File: src/hdl/mwsm_pkg.sv
// Shared types, widths and register codes for the mecanum wheel speed mapper.
`timescale 1ns / 1ps

package mwsm_pkg;

    // Fixed point layout: every rpm term carries 29 fraction bits
    localparam int FRAC_BITS  = 29;
    localparam int IN_W       = 16;
    localparam int RPM_W      = 16;
    localparam int LIM_W      = 15;
    localparam int GAIN_W     = IN_W + 1;
    localparam int PROD_W     = 2 * GAIN_W;
    localparam int VEL_SHIFT  = FRAC_BITS - 16;
    localparam int TERM_W     = PROD_W + VEL_SHIFT + 1;
    localparam int MAG_W      = TERM_W - 1;
    localparam int Q_W        = LIM_W;
    localparam int NUM_W      = MAG_W + LIM_W;
    localparam int NUM_WHEELS = 4;

    // Output queue
    localparam int FIFO_DEPTH = 32;
    localparam int PTR_W      = $clog2(FIFO_DEPTH);
    localparam int CNT_W      = PTR_W + 1;

    // Configuration port
    localparam int CFG_ADDR_W = 3;
    localparam int CFG_DATA_W = 16;

    // Joystick throttle clamp bounds, Q1.14
    localparam logic signed [IN_W-1:0] THR_MIN = -16'sd16384;
    localparam logic signed [IN_W-1:0] THR_MAX = 16'sd16384;
    localparam logic signed [GAIN_W-1:0] THR_OFFSET = 17'sd16384;

    // Register reset values
    localparam logic [LIM_W-1:0] RPM_LIMIT_RST   = 15'd32767;
    localparam logic [7:0]       WHEEL_SLOTS_RST = 8'd228;

    typedef enum logic [CFG_ADDR_W-1:0] {
        CFG_SPEED_TO_RPM = 3'd0,
        CFG_TURN_TO_RPM  = 3'd1,
        CFG_RPM_LIMIT    = 3'd2,
        CFG_REVERSE      = 3'd3,
        CFG_WHEEL_SLOTS  = 3'd4
    } cfg_addr_t;

    typedef struct packed {
        logic [15:0]      speed_to_rpm;
        logic [15:0]      turn_to_rpm;
        logic [LIM_W-1:0] rpm_limit;
        logic             reverse;
        logic [7:0]       wheel_slots;
    } cfg_t;

    typedef struct packed {
        logic            req_type;
        logic [IN_W-1:0] lin_x;
        logic [IN_W-1:0] lin_y;
        logic [IN_W-1:0] ang_z;
        logic [IN_W-1:0] throttle_axis;
    } cmd_t;

    // Forward, left and turn rpm terms, signed, FRAC_BITS fraction bits
    typedef struct packed {
        logic [TERM_W-1:0] fwd;
        logic [TERM_W-1:0] left;
        logic [TERM_W-1:0] turn;
    } terms_t;

    // Per slot magnitude and sign plus the largest magnitude
    typedef struct packed {
        logic [NUM_WHEELS-1:0][MAG_W-1:0] mag;
        logic [NUM_WHEELS-1:0]            neg;
        logic [MAG_W-1:0]                 maxv;
        logic                             scaled;
    } lanes_t;

    typedef struct packed {
        logic                             scaled;
        logic [NUM_WHEELS-1:0][RPM_W-1:0] rpm;
    } result_t;

    typedef struct packed {
        logic empty;
        logic full;
    } fifo_stat_t;

endpackage

File: src/hdl/mwsm_mixer.sv
// Wheel mixing, slot routing, magnitudes and the four way maximum over four stages.
`timescale 1ns / 1ps

module mwsm_mixer (
    input  logic                aclk,
    input  logic                aresetn,
    input  logic                in_valid,
    input  mwsm_pkg::terms_t    in_terms,
    input  mwsm_pkg::cfg_t      cfg,
    output logic                out_valid,
    output mwsm_pkg::lanes_t    out_lanes
);

    localparam int NW = mwsm_pkg::NUM_WHEELS;

    logic [3:0]                               valid_reg;
    logic [NW-1:0][mwsm_pkg::TERM_W-1:0]      wheel_next;
    logic [NW-1:0][mwsm_pkg::TERM_W-1:0]      wheel_reg;
    logic [NW-1:0][mwsm_pkg::MAG_W-1:0]       mag_next;
    logic [NW-1:0]                            neg_next;
    logic [NW-1:0][mwsm_pkg::MAG_W-1:0]       mag4_reg;
    logic [NW-1:0]                            neg4_reg;
    logic [NW-1:0][mwsm_pkg::MAG_W-1:0]       mag5_reg;
    logic [NW-1:0]                            neg5_reg;
    logic [mwsm_pkg::MAG_W-1:0]               max01_reg;
    logic [mwsm_pkg::MAG_W-1:0]               max23_reg;
    logic [mwsm_pkg::MAG_W-1:0]               max_next;
    logic                                     scaled_next;
    mwsm_pkg::lanes_t                         lanes_reg;

    // Stage 3: fixed mecanum signs, optional reverse
    always_comb begin
        logic signed [mwsm_pkg::TERM_W-1:0] f;
        logic signed [mwsm_pkg::TERM_W-1:0] l;
        logic signed [mwsm_pkg::TERM_W-1:0] o;
        logic signed [mwsm_pkg::TERM_W-1:0] sum [NW];
        f = $signed(in_terms.fwd);
        l = $signed(in_terms.left);
        o = $signed(in_terms.turn);
        sum[0] = f - l - o;
        sum[1] = -f - l - o;
        sum[2] = f + l - o;
        sum[3] = -f + l - o;
        for (int i = 0; i < NW; i++) begin
            wheel_next[i] = cfg.reverse ? -sum[i] : sum[i];
        end
    end

    // Stage 4: route wheels to slots (later wheel wins), split sign and magnitude
    always_comb begin
        logic [mwsm_pkg::TERM_W-1:0] slot_v;
        logic [mwsm_pkg::TERM_W-1:0] abs_v;
        for (int k = 0; k < NW; k++) begin
            slot_v = '0;
            for (int i = 0; i < NW; i++) begin
                if (cfg.wheel_slots[2*i +: 2] == 2'(k)) begin
                    slot_v = wheel_reg[i];
                end
            end
            neg_next[k] = slot_v[mwsm_pkg::TERM_W-1];
            abs_v       = neg_next[k] ? -slot_v : slot_v;
            mag_next[k] = abs_v[mwsm_pkg::MAG_W-1:0];
        end
    end

    // Stage 6: final maximum and the limit check
    always_comb begin
        max_next    = (max01_reg > max23_reg) ? max01_reg : max23_reg;
        scaled_next = max_next >
                      mwsm_pkg::MAG_W'({cfg.rpm_limit, {mwsm_pkg::FRAC_BITS{1'b0}}});
    end

    always_ff @(posedge aclk) begin
        if (!aresetn) begin
            valid_reg <= '0;
        end else begin
            valid_reg <= {valid_reg[2:0], in_valid};
        end
    end

    always_ff @(posedge aclk) begin
        wheel_reg <= wheel_next;
        mag4_reg  <= mag_next;
        neg4_reg  <= neg_next;
        // Stage 5: pairwise maxima
        mag5_reg  <= mag4_reg;
        neg5_reg  <= neg4_reg;
        max01_reg <= (mag4_reg[0] > mag4_reg[1]) ? mag4_reg[0] : mag4_reg[1];
        max23_reg <= (mag4_reg[2] > mag4_reg[3]) ? mag4_reg[2] : mag4_reg[3];
        lanes_reg.mag    <= mag5_reg;
        lanes_reg.neg    <= neg5_reg;
        lanes_reg.maxv   <= max_next;
        lanes_reg.scaled <= scaled_next;
    end

    assign out_valid = valid_reg[3];
    assign out_lanes = lanes_reg;

endmodule

File: config.mk
export PLATFORM = sky130hd
export DESIGN_NAME = mwsm_mixer
export DESIGN_NICKNAME = d
export VERILOG_FILES = /design/src/hdl/mwsm_pkg.sv /design/src/hdl/mwsm_mixer.sv
export SDC_FILE = /design/constraint.sdc
export NUM_CORES = 2
export LEC_CHECK = 0
export BUFFER_PORTS_ARGS = -buffer_cell sky130_fd_sc_hd__buf_2
export CAP_MARGIN = 15
export CORE_ASPECT_RATIO = 1.75
export CORE_MARGIN = 3
export CORE_UTILIZATION = 50
export DETAILED_ROUTE_END_ITERATION = 10
export HOLD_SLACK_MARGIN = 0.08
export PLACE_DENSITY_LB_ADDON = 0.2
export SYNTH_ARGS = -nofsm -noshare
export SYNTH_HDL_FRONTEND = slang
export SYNTH_SLANG_ARGS = --single-unit
File: constraint.sdc
create_clock -name aclk -period 7.1 [get_ports aclk]
set_input_delay 1.775 -clock aclk [delete_from_list [all_inputs] [get_ports aclk]]
set_output_delay 1.775 -clock aclk [all_outputs]
set_load 0.01 [all_outputs]
# After elaboration in Yosys (flattened, before gate mapping)
# Index checks and enable logic that the tools add are counted.
dict set report totals {
  reg_bits 914
  latchBits 0
  mem_bits_rw 0
  romBits 0
  out_inout_bits 241
  n_memories 0
}
dict set report classes {
  add_sub_neg 17
  n_mul 0
  n_div 0
  n_lt_le_gt_ge 4
  eq_ne 12
  n_shift 0
  n_mux 27
  n_bitwise 0
  n_reduce_logical 4
}
# op count
set ops {}
lappend ops {{$mux 48} 20}
lappend ops {{$mux 47} 7}
lappend ops {{$sub 48x48->48} 6}
lappend ops {{$neg 48->48} 5}
lappend ops {{$neg 47->47} 4}
lappend ops {{$gt 47x47->1} 3}
lappend ops {{$add 48x48->48} 2}
lappend ops {{$gt 47x44->1} 1}
lappend ops {{$eq 2x2->1 const B} 8}
lappend ops {{$eq 2x1->1 const B} 4}
lappend ops {{$logic_not 2->1} 4}

# Logic depth before layout (Yosys ltp)
dict set report depth {
  word_depth 7
  depth_mapped 25
  depth_no_buf 24
}

# Least setup slack after synthesis
# Ideal clock, no wire load.
dict set report synth_path {
  path_type {input -> register}
  start {input in_terms[100] in the netlist's numbering}
  end {register wheel_reg[191] in the netlist's numbering}
  setup_ps 72
  t_arrival_ps 7199
  required_ps 7028
  setup_slack_ps -171
  cell_stages 22
  path_buffers 0
  cell_sequence {nor4_1 nand3_1 nor3_1 nand2_1 inv_1 nand3_1 o41ai_1 nand2_1 fa_1 inv_1 ha_1 nand4_1 nor2_1 nand3_1 a211oi_1 nor3_1 xnor2_1 or4b_1 nor3_1 nand3_1 o41ai_1 xnor2_1}
}
# item line_no
set synth_lines {}
lappend synth_lines {{start, declared} mwsm_mixer.sv:8} ;# input mwsm_pkg::terms_t in_terms,
lappend synth_lines {{end signal, assigned} mwsm_mixer.sv:82} ;# wheel_reg <= wheel_next;
lappend synth_lines {{end, declared} mwsm_mixer.sv:18} ;# logic [NW-1:0][mwsm_pkg::TERM_W-1:0] wheel_reg;

==> summary.md <==
| Metric | Value |
|---|---|
| Worst r2r path cells | `20` |
| Unique masters post-synth | `113` |
| Port bufs | `411` |
| Crit path launch type | `primary input` |
| Vias in the first global route | `52.1k` |
| # DRC | `0` |
| Reg clk slew, reported paths | `0.08 ns` |
| GRT Total Usage | `33.5%` |
| Period utilization | `96.0%` |
| Internal power | `16.2 mW` |
| Flop2flop setup slack | `1.13 ns` |
| Syn Std Cell Area | `0.0563 mm²` |
| Die W | `260 µm` |
| Sequential power share | `35.2%` |
| Number of flip-flops in the largest register | `240` |
| WHS | `0.319 ns` |
| Max_cap viols | `0` |
| CP Launch Point | `in_terms[100]` |
| Switch share | `41.7%` |
| # rows | `162` |
| Slowest stage delay, CP | `0.55 ns` |
| Maximum clock rate | `147 MHz` |
| Worst Setup End Kind | `flip-flop` |
| Worst setup path end | `wheel_reg[191]` |
| Status | `finished clean` |
| Mapped Avg Cell Area | `8.65 µm²` |
| Slowest cell on the critical path | `fa_1` |
| Most used cell along the critical path | `buf_4` |
| Post-synth EDFFs | `0` |
| Share of the yosys chip area belonging to registers | `32.4%` |
| Worst vdd ir | `0.286 mV` |
| Fraction of registers with async set/reset | `0%` |
| Worst slack at placement | `-0.697 ns` |
| H-tree depth | `3` |
| CP Class | `primary input to flip-flop` |
| Most frequent cells in the layout | `912 x dfxtp_1, 772 x buf_4, 604 x inv_1` |
| CTS tree | `done` |
| Clock power frac | `14.9%` |
| Critical R2R Launch | `max23_reg[40]` |
| Synth Warn # | `0` |
| Final non-filler cell total | `9026` |
| Net Sw Power | `11.6 mW` |
| CP Data Arrival Time | `7.39 ns` |
| Post-DRT Antenna Nets | `0` |
| Period minus WS final | `6.81 ns` |
| Final Hold Viols | `0` |
| Crit Reg-Reg Endpoint | `out_lanes[0]` |
| Relative slew slack | `24.3%` |
| Synth-to-Final Area Change | `20.3%` |
| PwrDens | `410 mW/mm²` |
| Synth Flop Type | `dfxtp_1` |
| Synthesized flop and latch total | `912` |
| Die Height | `450 µm` |
| Total CTS buffers | `69` |
| Synth Instances | `6509` |
| Clock Tree Root | `clkbuf_16` |
| LEAKAGE | `30.7 nW` |
| Core area | `0.112 mm²` |
| Initial antenna violation count | `5` |
| Die area | `0.117 mm²` |
| Power, Total | `27.8 mW` |
| Max FO, Critical Path | `5` |
| Layout Nets | `8237` |
| Clk buf depth | `3` |
| Initial drt markers | `4339` |
| WL/cell | `22.3 µm` |
| Worst endpoint required time | `7.68 ns` |
| Slew @ Worst Pin | `1.13 ns` |
| First-pass GRT wire length | `299000 µm` |
| Vias | `51.8k` |
| Skew final | `0.0257 ns` |
| DRT Pass-1 Iters | `11` |
| Power share of the combinational group | `49.9%` |
| Largest net degree at the start of global routing | `86` |
| Hold Buf Count CTS | `0` |
| Initial Util | `50.4%` |
| Commonest non-fill, non-tap cell in the layout | `dfxtp_1` |
| Clk Latency, worst-skew pair | `0.65 ns` |
| # setup viols final | `0` |
| Congestion Overflow GR | `0` |
| CTS Sinks | `912` |
| Hpwl dp | `168000 µm` |
| Final WL | `202000 µm` |
| Placed Instances | `8894` |
| Hold Path Class | `flip-flop to flip-flop` |
| Via-per-instance ratio | `5.74` |
| Net Count, Synth | `7254` |
| Final worst slack | `0.285 ns` |
| Layout cells sized above 1 | `20.7%` |
| RePlAce Congestion | `0.998` |
| Ports | `444` |
| Fin. max-slew vios | `0` |
kinds of logic (layout without fill, tap and decap cells):
logic type               after synthesis  in the layout  synth area share [%]
adder cells (fa/ha/maj)              542            542                  14.5
AND/OR/NAND/NOR                     1855           1855                  16.5
other                                  0              4                     0
buffers and inverters                883           1920                  6.01
multiplexers                         118            118                  2.32
AO/OA/AOI/OAI                       1656           1656                  19.8
flip-flops                           912            912                  32.4
XOR/XNOR                             543            543                  8.44
synthesized netlist by cell type (86+ instances only):
cell / n / area, µm²
xor2_1: 166 / 1450
o21ai_0: 358 / 1790
nand3_1: 175 / 876
fa_1: 187 / 3740
nor3_1: 132 / 661
a21o_1: 168 / 1260
clkbuf_1: 204 / 766
inv_1: 604 / 2270
nand2_1: 484 / 1820
a21oi_1: 397 / 1990
dfxtp_1: 912 / 18300
mux2_2: 100 / 1130
a31oi_1: 113 / 707
nand4_1: 107 / 669
ha_1: 355 / 4440
o31ai_1: 86 / 646
xnor2_1: 377 / 3300
nor2_1: 451 / 1690
worst max-delay path: cells and delay by family:
family	cells	cell delay [ns]
compound gates	6	1.34
xor+xnor	1	0.15
fa+ha+maj	2	0.90
buf+inv	9	1.26
simple gates	11	1.95
cell type report:
| type | instances | area, µm² |
|---|---|---|
| diodes | 4 | 10.0 |
| clock buffers | 93 | 2000 |
| clock inverters | 32 | 429 |
| fillers | 9959 | 43900 |
| inverters | 606 | 2270 |
| multi-input cells | 4714 | 35000 |
| flip-flops and latches | 912 | 18300 |
| well taps | 1476 | 1850 |
| repair buffers | 1189 | 7990 |
how the worst min path moves through the flow:
stage | slack (ns) | to | depth (start not counted) | startpoint
global placement | 0.31 | out_lanes[50] | 0 | neg5_reg[2]
detailed placement | 0.31 | out_lanes[102] | 0 | mag5_reg[50]
CTS | 0.32 | out_lanes[177] | 0 | mag5_reg[125]
finish | 0.32 | out_lanes[236] | 0 | mag5_reg[184]
floorplan | 0.31 | neg5_reg[0] | 0 | neg4_reg[0]
global route | 0.33 | out_lanes[64] | 0 | mag5_reg[12]
through the flow:
stage	setup TNS, ns	util, %	cell area, µm²
global route	-0.0557	60.7	67800
floorplan	0	-	56300
detailed placement	-17.02	58.3	65100
CTS	-0.00134	60.5	67600
finish	0	60.7	67800
global placement	-16.98	58.3	65100
power by group through the flow:
stage / clock (mW) / combinational [mW] / sequential, mW
global route: 4.38 / 15.1 / 10.0
global placement: 0 / 13.3 / 9.79
CTS: 4.20 / 13.7 / 9.73
finish: 4.13 / 13.9 / 9.78
floorplan: 0 / 8.17 / 9.39
detailed placement: 0 / 13.6 / 9.83
repair_timing:
action / 4_1_cts / 5_1_grt
gates resized for setup: 2 / 31
endpoints found under the hold margin: 0 / 0
cloned: 0 / 0
buffers inserted: 0 / 3
pin swaps: 0 / 8
setup endpoints to repair: 3 / 28
metal layers:
layer | vias to the layer above | wire length (µm) | global-route usage (%)
met5 | - | 13 | 0
met4 | 2 | 15600 | 22.4
met3 | 638 | 9450 | 2.78
met2 | 2036 | 101000 | 60.9
met1 | 24400 | 75400 | 36.8
li1 | 24748 | - | -
Power figures use the tool's default switching activity.
